[src/design/dxt_pkg.sv]
// ----------------------------------------------------------------------------
// dxt_pkg
// Shared constants of the texture block decoder: format codes, register map
// and arithmetic constants of the palette builders.
// ----------------------------------------------------------------------------
`default_nettype none

package dxt_pkg;

  // Format register.
  localparam int          FMT_W      = 2;
  localparam logic [1:0]  FMT_DXT1   = 2'd0;
  localparam logic [1:0]  FMT_DXT3   = 2'd1;
  localparam logic [1:0]  FMT_DXT5   = 2'd2;

  // Register map: one register, word aligned.
  localparam int          PADDR_W    = 3;
  localparam logic        REG_FORMAT = 1'b0;

  // Texel counting.
  localparam logic [3:0]  LAST_TEXEL = 4'd15;

  // Color blend factors for the one-third and two-thirds entries.
  localparam logic [7:0]  BLEND_1_3  = 8'h55;
  localparam logic [7:0]  BLEND_2_3  = 8'haa;

  // Reciprocals for dividing the alpha numerators by 7 and by 5.
  localparam int          RECIP_SHIFT = 14;
  localparam logic [11:0] RECIP7      = 12'd2341;
  localparam logic [11:0] RECIP5      = 12'd3277;

endpackage

`default_nettype wire

[src/design/dxt_block_decoder_unit.sv]
// ----------------------------------------------------------------------------
// dxt_block_decoder_unit
// Decodes one 4x4 DXT1/DXT3/DXT5 block per command into sixteen texels.
// ----------------------------------------------------------------------------
// A block is taken when start is high and busy is low. Its sixteen texels
// leave in raster order, one per cycle, each marked by texel_valid for one
// cycle; last_texel flags the sixteenth. There is no back pressure on the
// texel side: the receiver must take each texel beat in the cycle it is shown.
// A block passes stages 1 to 4, the texel serializer and the output register.
// The serializer emits one texel per cycle and loads the next block as the
// last texel of the previous one leaves; while it is full the four palette
// stages fill up behind it and busy rises. Blocks may be started while texels
// of earlier blocks are still leaving. The format register is read when a
// block is accepted and should only be changed while no block is in flight.
`default_nettype none

module dxt_block_decoder_unit (
  input  wire                         clk,
  input  wire                         rst,
  // Command channel.
  input  wire                         start,
  output logic                        busy,
  input  wire  [63:0]                 color_block,
  input  wire  [63:0]                 alpha_block,
  // Texel channel.
  output logic                        texel_valid,
  output logic [3:0]                  texel_index,
  output logic [7:0]                  blue,
  output logic [7:0]                  green,
  output logic [7:0]                  red,
  output logic [7:0]                  alpha,
  output logic                        last_texel,
  // Register port.
  input  wire                         psel,
  input  wire                         penable,
  input  wire                         pwrite,
  input  wire  [dxt_pkg::PADDR_W-1:0] paddr,
  input  wire  [31:0]                 pwdata,
  output logic [31:0]                 prdata,
  output logic                        pready
);

  import dxt_pkg::*;

  // --------------------------------------------------------------------------
  // Register port.
  // --------------------------------------------------------------------------
  logic [FMT_W-1:0] texture_format;
  logic             reg_sel;

  assign pready  = 1'b1;
  assign reg_sel = (paddr[2] == REG_FORMAT);

  always_ff @(posedge clk) begin
    if (rst) begin
      texture_format <= FMT_DXT1;
    end else if (psel && penable && pwrite && pready && reg_sel) begin
      texture_format <= pwdata[FMT_W-1:0];
    end
  end

  always_comb begin
    prdata = '0;
    if (reg_sel) begin
      prdata = {{(32-FMT_W){1'b0}}, texture_format};
    end
  end

  // --------------------------------------------------------------------------
  // Flow control. A stage takes new data when it is empty or moves on.
  // --------------------------------------------------------------------------
  logic v1, v2, v3, v4;
  logic ready1, ready2, ready3, ready4;
  logic ser_active;
  logic [3:0] ser_cnt;
  logic ser_free;
  logic ser_load;
  logic accept;

  assign ser_free = !ser_active || (ser_cnt == LAST_TEXEL);
  assign ser_load = v4 && ser_free;
  assign ready4   = !v4 || ser_free;
  assign ready3   = !v3 || ready4;
  assign ready2   = !v2 || ready3;
  assign ready1   = !v1 || ready2;
  assign busy     = !ready1;
  assign accept   = start && !busy;

  always_ff @(posedge clk) begin
    if (rst) begin
      v1 <= 1'b0;
      v2 <= 1'b0;
      v3 <= 1'b0;
      v4 <= 1'b0;
    end else begin
      if (ready1) begin
        v1 <= accept;
      end
      if (ready2) begin
        v2 <= v1;
      end
      if (ready3) begin
        v3 <= v2;
      end
      if (ready4) begin
        v4 <= v3;
      end
    end
  end

  // --------------------------------------------------------------------------
  // Stage 1: capture the block and the format.
  // --------------------------------------------------------------------------
  logic [63:0]      s1_cblk;
  logic [63:0]      s1_ablk;
  logic [FMT_W-1:0] s1_fmt;

  always_ff @(posedge clk) begin
    if (ready1 && accept) begin
      s1_cblk <= color_block;
      s1_ablk <= alpha_block;
      s1_fmt  <= texture_format;
    end
  end

  // --------------------------------------------------------------------------
  // Stage 2: expand the endpoints to 8 bits and form the alpha numerators.
  // Channel 0 is blue, 1 is green, 2 is red.
  // --------------------------------------------------------------------------
  logic [15:0] e0, e1;
  logic [7:0]  a0, a1;
  logic [7:0]  p0_next [3];
  logic [7:0]  p1_next [3];
  logic [10:0] num7_next [2:7];
  logic [10:0] num5_next [2:5];

  assign e0 = s1_cblk[15:0];
  assign e1 = s1_cblk[31:16];
  assign a0 = s1_ablk[7:0];
  assign a1 = s1_ablk[15:8];

  // RGB565 to 8 bits per channel by bit replication.
  always_comb begin
    p0_next[0] = {e0[4:0], e0[4:2]};
    p0_next[1] = {e0[10:5], e0[10:9]};
    p0_next[2] = {e0[15:11], e0[15:13]};
    p1_next[0] = {e1[4:0], e1[4:2]};
    p1_next[1] = {e1[10:5], e1[10:9]};
    p1_next[2] = {e1[15:11], e1[15:13]};
  end

  // Weighted alpha sums for the eight-step and six-step ramps.
  always_comb begin
    for (int c = 2; c < 8; c++) begin
      num7_next[c] = 11'(11'(8 - c) * {3'b000, a0} + 11'(c - 1) * {3'b000, a1});
    end
    for (int c = 2; c < 6; c++) begin
      num5_next[c] = 11'(11'(6 - c) * {3'b000, a0} + 11'(c - 1) * {3'b000, a1});
    end
  end

  logic [7:0]       s2_p0 [3];
  logic [7:0]       s2_p1 [3];
  logic [10:0]      s2_num7 [2:7];
  logic [10:0]      s2_num5 [2:5];
  logic [7:0]       s2_a0, s2_a1;
  logic             s2_four;
  logic             s2_le;
  logic [31:0]      s2_idx;
  logic [63:0]      s2_ablk;
  logic [FMT_W-1:0] s2_fmt;

  always_ff @(posedge clk) begin
    if (ready2 && v1) begin
      s2_p0   <= p0_next;
      s2_p1   <= p1_next;
      s2_num7 <= num7_next;
      s2_num5 <= num5_next;
      s2_a0   <= a0;
      s2_a1   <= a1;
      s2_four <= (e0 > e1) || (s1_fmt == FMT_DXT5);
      s2_le   <= (e0 <= e1);
      s2_idx  <= s1_cblk[63:32];
      s2_ablk <= s1_ablk;
      s2_fmt  <= s1_fmt;
    end
  end

  // --------------------------------------------------------------------------
  // Stage 3: blend products per channel and the alpha ramp by reciprocals.
  // --------------------------------------------------------------------------
  logic signed [17:0] t2_next [3];
  logic signed [17:0] t3_next [3];
  logic [7:0]         apal_next [8];
  logic [22:0]        q7 [2:7];
  logic [22:0]        q5 [2:5];

  always_comb begin
    logic signed [17:0] d;
    for (int ch = 0; ch < 3; ch++) begin
      d = $signed({10'd0, s2_p1[ch]}) - $signed({10'd0, s2_p0[ch]});
      t2_next[ch] = d * $signed({10'd0, BLEND_1_3}) + 18'sd128;
      t3_next[ch] = d * $signed({10'd0, BLEND_2_3}) + 18'sd128;
    end
  end

  always_comb begin
    for (int c = 2; c < 8; c++) begin
      q7[c] = {12'd0, s2_num7[c]} * {11'd0, RECIP7};
    end
    for (int c = 2; c < 6; c++) begin
      q5[c] = {12'd0, s2_num5[c]} * {11'd0, RECIP5};
    end
    apal_next[0] = s2_a0;
    apal_next[1] = s2_a1;
    if (s2_a0 > s2_a1) begin
      for (int c = 2; c < 8; c++) begin
        apal_next[c] = q7[c][RECIP_SHIFT +: 8];
      end
    end else begin
      for (int c = 2; c < 6; c++) begin
        apal_next[c] = q5[c][RECIP_SHIFT +: 8];
      end
      apal_next[6] = 8'd0;
      apal_next[7] = 8'd255;
    end
  end

  logic [7:0]         s3_p0 [3];
  logic [7:0]         s3_p1 [3];
  logic signed [17:0] s3_t2 [3];
  logic signed [17:0] s3_t3 [3];
  logic [7:0]         s3_apal [8];
  logic               s3_four;
  logic               s3_le;
  logic [31:0]        s3_idx;
  logic [63:0]        s3_ablk;
  logic [FMT_W-1:0]   s3_fmt;

  always_ff @(posedge clk) begin
    if (ready3 && v2) begin
      s3_p0   <= s2_p0;
      s3_p1   <= s2_p1;
      s3_t2   <= t2_next;
      s3_t3   <= t3_next;
      s3_apal <= apal_next;
      s3_four <= s2_four;
      s3_le   <= s2_le;
      s3_idx  <= s2_idx;
      s3_ablk <= s2_ablk;
      s3_fmt  <= s2_fmt;
    end
  end

  // --------------------------------------------------------------------------
  // Stage 4: round the blends and settle the four-entry color palette.
  // --------------------------------------------------------------------------
  logic [7:0] pal_next [4][3];

  always_comb begin
    logic signed [17:0] m2, m3;
    logic [8:0]         avg;
    for (int ch = 0; ch < 3; ch++) begin
      m2  = (s3_t2[ch] + (s3_t2[ch] >>> 8)) >>> 8;
      m3  = (s3_t3[ch] + (s3_t3[ch] >>> 8)) >>> 8;
      avg = ({1'b0, s3_p0[ch]} + {1'b0, s3_p1[ch]} + 9'd1) >> 1;
      pal_next[0][ch] = s3_p0[ch];
      pal_next[1][ch] = s3_p1[ch];
      if (s3_four) begin
        pal_next[2][ch] = s3_p0[ch] + m2[7:0];
        pal_next[3][ch] = s3_p0[ch] + m3[7:0];
      end else begin
        pal_next[2][ch] = avg[7:0];
        pal_next[3][ch] = 8'd255;
      end
    end
  end

  logic [7:0]       s4_pal [4][3];
  logic [7:0]       s4_apal [8];
  logic             s4_le;
  logic [31:0]      s4_idx;
  logic [63:0]      s4_ablk;
  logic [FMT_W-1:0] s4_fmt;

  always_ff @(posedge clk) begin
    if (ready4 && v3) begin
      s4_pal  <= pal_next;
      s4_apal <= s3_apal;
      s4_le   <= s3_le;
      s4_idx  <= s3_idx;
      s4_ablk <= s3_ablk;
      s4_fmt  <= s3_fmt;
    end
  end

  // --------------------------------------------------------------------------
  // Texel serializer: holds one decoded block and walks its sixteen texels.
  // --------------------------------------------------------------------------
  logic [7:0]       ser_pal [4][3];
  logic [7:0]       ser_apal [8];
  logic             ser_le;
  logic [31:0]      ser_idx;
  logic [63:0]      ser_ablk;
  logic [FMT_W-1:0] ser_fmt;

  always_ff @(posedge clk) begin
    if (rst) begin
      ser_active <= 1'b0;
      ser_cnt    <= '0;
    end else if (ser_load) begin
      ser_active <= 1'b1;
      ser_cnt    <= '0;
    end else if (ser_active) begin
      ser_cnt <= ser_cnt + 4'd1;
      if (ser_cnt == LAST_TEXEL) begin
        ser_active <= 1'b0;
      end
    end
  end

  always_ff @(posedge clk) begin
    if (ser_load) begin
      ser_pal  <= s4_pal;
      ser_apal <= s4_apal;
      ser_le   <= s4_le;
      ser_idx  <= s4_idx;
      ser_ablk <= s4_ablk;
      ser_fmt  <= s4_fmt;
    end
  end

  // Select the current texel's color and alpha.
  logic [1:0] cur_idx;
  logic [3:0] cur_nib;
  logic [5:0] code_pos;
  logic [2:0] cur_code;
  logic [7:0] alpha_next;

  assign cur_idx  = ser_idx[{ser_cnt, 1'b0} +: 2];
  assign cur_nib  = ser_ablk[{ser_cnt, 2'b00} +: 4];
  assign code_pos = 6'd16 + {1'b0, ser_cnt, 1'b0} + {2'b00, ser_cnt};
  assign cur_code = ser_ablk[code_pos +: 3];

  always_comb begin
    case (ser_fmt)
      FMT_DXT3: alpha_next = {cur_nib, cur_nib};
      FMT_DXT5: alpha_next = ser_apal[cur_code];
      default:  alpha_next = (ser_le && (cur_idx == 2'd3)) ? 8'd0 : 8'd255;
    endcase
  end

  // --------------------------------------------------------------------------
  // Output register: one texel beat per cycle.
  // --------------------------------------------------------------------------
  always_ff @(posedge clk) begin
    if (rst) begin
      texel_valid <= 1'b0;
    end else begin
      texel_valid <= ser_active;
    end
  end

  always_ff @(posedge clk) begin
    if (ser_active) begin
      texel_index <= ser_cnt;
      blue        <= ser_pal[cur_idx][0];
      green       <= ser_pal[cur_idx][1];
      red         <= ser_pal[cur_idx][2];
      alpha       <= alpha_next;
      last_texel  <= (ser_cnt == LAST_TEXEL);
    end
  end

endmodule

`default_nettype wire

[config.mk]
export PLATFORM = sky130hd
export DESIGN_NAME = dxt_block_decoder_unit
export DESIGN_NICKNAME = d
export VERILOG_FILES = /design/src/design/dxt_pkg.sv /design/src/design/dxt_block_decoder_unit.sv
export SDC_FILE = /design/constraint.sdc
export NUM_CORES = 2
export LEC_CHECK = 0
export BUFFER_PORTS_ARGS = -buffer_cell sky130_fd_sc_hd__buf_2
export CAP_MARGIN = 20
export CORE_AREA = 2 2 455 321
export DETAILED_ROUTE_END_ITERATION = 10
export DIE_AREA = 0 0 457 323
export GPL_TIMING_DRIVEN = 0
export PLACE_DENSITY = 0.71
export SKIP_CTS_REPAIR_TIMING = 1
export SLEW_MARGIN = 10
export SYNTH_ARGS = -nofsm -noshare
export SYNTH_HDL_FRONTEND = slang
export SYNTH_SLANG_ARGS = --single-unit
[constraint.sdc]
create_clock -name clk -period 20.3 [get_ports clk]
set_clock_uncertainty 0.15 [all_clocks]
set_input_delay 4.06 -clock clk [delete_from_list [all_inputs] [get_ports clk]]
set_output_delay 4.06 -clock clk [all_outputs]
set_load 0.03 [all_outputs]
==> impl_metrics.py <==
metrics = {
    "status": {
        "status": "finished, final reports clean",
    },
    "hold_path": {
        "min_to": "s4_apal[57]",
        "hp-class": "reg -> reg",
        "min_from": "s3_apal[57]",
        "hold_path_depth": 0,
    },
    "yosys": {
        "ys_ff_latch": 1128,
        "yosys.area.top_type": "edfxtp_1",
        "synthCells": 5425,
        "synthArstFlopShare": 0,
        "synthesis.area_um2": 71300,
        "synth_ff_type": "edfxtp_1",
        "yosysTopAreaCellShare": 0.470,
        "ys_seq_area_frac": 0.473,
        "synth_area_per_cell_um2": 13.1,
        "synth_area_leaders": "edfxtp_1 (47%), ha_1 (19%), fa_1 (9.0%)",
        "ys_warn_count": 0,
        "synth_edf_count": 1116,
        "synth_cell_types": 85,
    },
    "die": {
        "dieWidth_um": 457,
        "core_area_um2": 144000,
        "num_io_pins": 241,
        "rows": 117,
        "start_util": 0.495,
        "die_area_um2": 148000,
        "die_h_um": 323,
    },
    "detailed_routing": {
        "drt_iter0_drc": 3133,
        "dr.pass1.iters": 6,
        "post_drt_wl_per_cell_um": 19.6,
        "via_per_inst": 5.37,
        "drt-met1-wl_um": 70900,
        "drc": 0,
        "wl_um": 152000,
        "via_count": 41828,
        "top_layer": "met5",
        "wl_met3_um": 10200,
        "met2RoutedLength_um": 66900,
        "drtAntennaViolNets": 0,
    },
    "global_routing": {
        "grt.total_usage": 0.208,
        "grt_max_degree": 32,
        "grt_pass1_vias": 42412,
        "grt_pass1_wl_um": 237000,
        "antenna_found_initial": 17,
        "grt_overflow_total": 0,
    },
    "setup_path": {
        "reg2reg_slack_ns": 12.68,
        "cp_data_arrival_time_ns": 4.50,
        "start_kind": "primary input",
        "r2r-end": "s3_t3[35]",
        "cp_data_required_time_ns": 16.09,
        "r2r-start": "s2_p0[14]",
        "r2r_cells": 22,
        "end_kind": "output pin",
        "critical_path_class": "in -> out",
        "critPathMaxFanout": 3,
    },
    "clock_network": {
        "cts_tree": "done",
        "cts_buffer_depth": 3,
        "clk_pin_slew_ns": 0.06,
        "cts_buffers": 105,
        "htreeDepth": 3,
        "clockRootBuffer": "clkbuf_16",
        "cts.sinks": 1128,
        "clk_latency_ns": 0.75,
    },
    "layout": {
        "nets": 7340,
        "layout-drive-gt1-share": 0.101,
        "fin_util": 0.552,
        "fin_cells": 7784,
        "areaGrowthSynthToFinish_pct": 11.5,
    },
    "sta": {
        "fin_crit_ns": 8.71,
        "rsz0062_at_grt": "false",
        "clock.fmax_mhz": 115,
        "whs_ns": 0.229,
        "slew-limit-headroom": 0.260,
        "finalCritPeriodShare": 0.429,
        "setup_viol": 0,
        "hold_viol_final": 0,
        "slew_violations": 0,
        "setup_slack_ns": 11.59,
        "worst_pin_slew_ns": 1.11,
    },
    "power_and_ir_drop": {
        "peakVddDrop_v": 0.000269,
        "cellLeakagePower_nw": 34.1,
        "power_density_nw_per_um2": 139,
    },
    "placement": {
        "numPortBuffers": 176,
        "gp_congestion": 0.853,
        "placed_cells": 7587,
        "hpwl_um": 118000,
        "pre_cts_slack_ns": 11.61,
    },
    "job": {
        "cap_violations": 0,
    },
}
where the power goes:
part | switching [W] | internal (W)
sequential | 0.000124 | 0.00296
combinational | 0.00337 | 0.00258
clock | 0.000913 | 0.00112
final cells by class:
cell class / instances / area [µm²]
fill: 11559 / 64500
multi-input combinational: 3429 / 34100
sequential: 1128 / 33800
inverter: 797 / 2990
clock buffer: 116 / 2690
tap: 1904 / 2380
timing repair buffer: 229 / 2110
clock inverter: 76 / 851
buffer: 100 / 602
antenna: 5 / 12.5
cell usage in the layout (no fill, tap or decap), types with 20 or more instances in the layout:
| cell | instances |
|---|---|
| xnor2_1 | 266 |
| buf_12 | 27 |
| nand2b_1 | 38 |
| edfxtp_1 | 1116 |
| mux4_2 | 58 |
| nor2_1 | 224 |
| o211ai_1 | 20 |
| nor3_1 | 60 |
| xor2_1 | 104 |
| nor2b_1 | 53 |
| o21ai_0 | 110 |
| fa_1 | 320 |
| ha_1 | 1061 |
| o21bai_1 | 67 |
| a21o_1 | 70 |
| nand4_1 | 20 |
| a21oi_1 | 261 |
| buf_2 | 189 |
| o21a_1 | 26 |
| inv_1 | 797 |
| clkbuf_1 | 47 |
| nand2_1 | 165 |
| mux2_2 | 39 |
| buf_16 | 25 |
| clkinv_1 | 21 |
| and3_1 | 32 |
| buf_4 | 37 |
| nand3_1 | 68 |
| mux2i_1 | 81 |
| conb_1 | 31 |
| clkbuf_16 | 105 |
state kept, by name, indices dropped and copies added, names as in the netlist, 40 cells and up:
name and count:
s2_num7 60, s2_num5 40, ser_ablk 50, s4_ablk 50
s3_t2 54, s1_ablk 64, ser_pal 80, s4_pal 80
s3_ablk 50, ser_apal 62, s4_apal 62, s2_ablk 50
s3_apal 62, s1_cblk 64
kinds of logic (layout without fill, tap and decap cells):
kind of cell | after synthesis | in the layout | share of synthesized area
fa+ha+maj | 1381 | 1381 | 0.276
flops | 1128 | 1128 | 0.473
buf+inv | 897 | 1318 | 0.0504
simple gates | 750 | 750 | 0.0510
compound gates | 703 | 703 | 0.0629
xor+xnor | 372 | 372 | 0.0459
mux | 192 | 192 | 0.0404
other cells | 2 | 36 | 0.000105
critical path, stage by stage:
cell,delay (ns)
buf_2,0.13
nor2b_1,0.11
buf_2,0.21
how the worst max path moves through the flow:
| stage | startpoint | end | slack (ns) | cells past startpoint |
|---|---|---|---|---|
| global route | paddr[2] | prdata[0] | 11.56 | 3 |
| detailed placement | paddr[2] | prdata[1] | 11.61 | 3 |
| global placement | ser_active | ser_cnt[3] | -8.26 | 4 |
| floorplan | ser_active | ser_cnt[0] | 0.94 | 4 |
| CTS | paddr[2] | prdata[1] | 11.59 | 3 |
| finish | paddr[2] | prdata[1] | 11.59 | 3 |
Yosys cell counts (all sizes together), types with 9 or more instances:
| cell type | count |
|---|---|
| a2111oi | 9 |
| a211o | 13 |
| a211oi | 21 |
| a21boi | 9 |
| a21o | 70 |
| a21oi | 261 |
| a22oi | 12 |
| a31o | 12 |
| a31oi | 11 |
| and2 | 18 |
| and3 | 32 |
| buf | 62 |
| clkbuf | 38 |
| dfxtp | 12 |
| edfxtp | 1116 |
| fa | 320 |
| ha | 1061 |
| inv | 797 |
| mux2 | 42 |
| mux2i | 81 |
| mux4 | 69 |
| nand2 | 166 |
| nand2b | 38 |
| nand3 | 68 |
| nand4 | 21 |
| nor2 | 224 |
| nor2b | 55 |
| nor3 | 60 |
| o211ai | 20 |
| o21a | 26 |
| o21ai | 112 |
| o21bai | 67 |
| o31ai | 13 |
| or2 | 15 |
| or3 | 19 |
| xnor2 | 267 |
| xor2 | 105 |
through the flow:
step | power (W) | setup TNS [ns] | cell area [µm²]
floorplan | 0.00762 | 0 | 71400
global placement | 0.00884 | -1864.57 | 74700
detailed placement | 0.00901 | 0 | 76000
CTS | 0.0111 | 0 | 79500
global route | 0.0121 | 0 | 79500
finish | 0.0111 | 0 | 79500
routing by layer:
metal  vias to the layer above  global-route usage
met1                     20465               0.296
met4                        10              0.0558
met3                       248              0.0469
met2                      1107               0.321
met5                         -                   0
li1                      19998                   -
(Power assumes the default switching activity.)
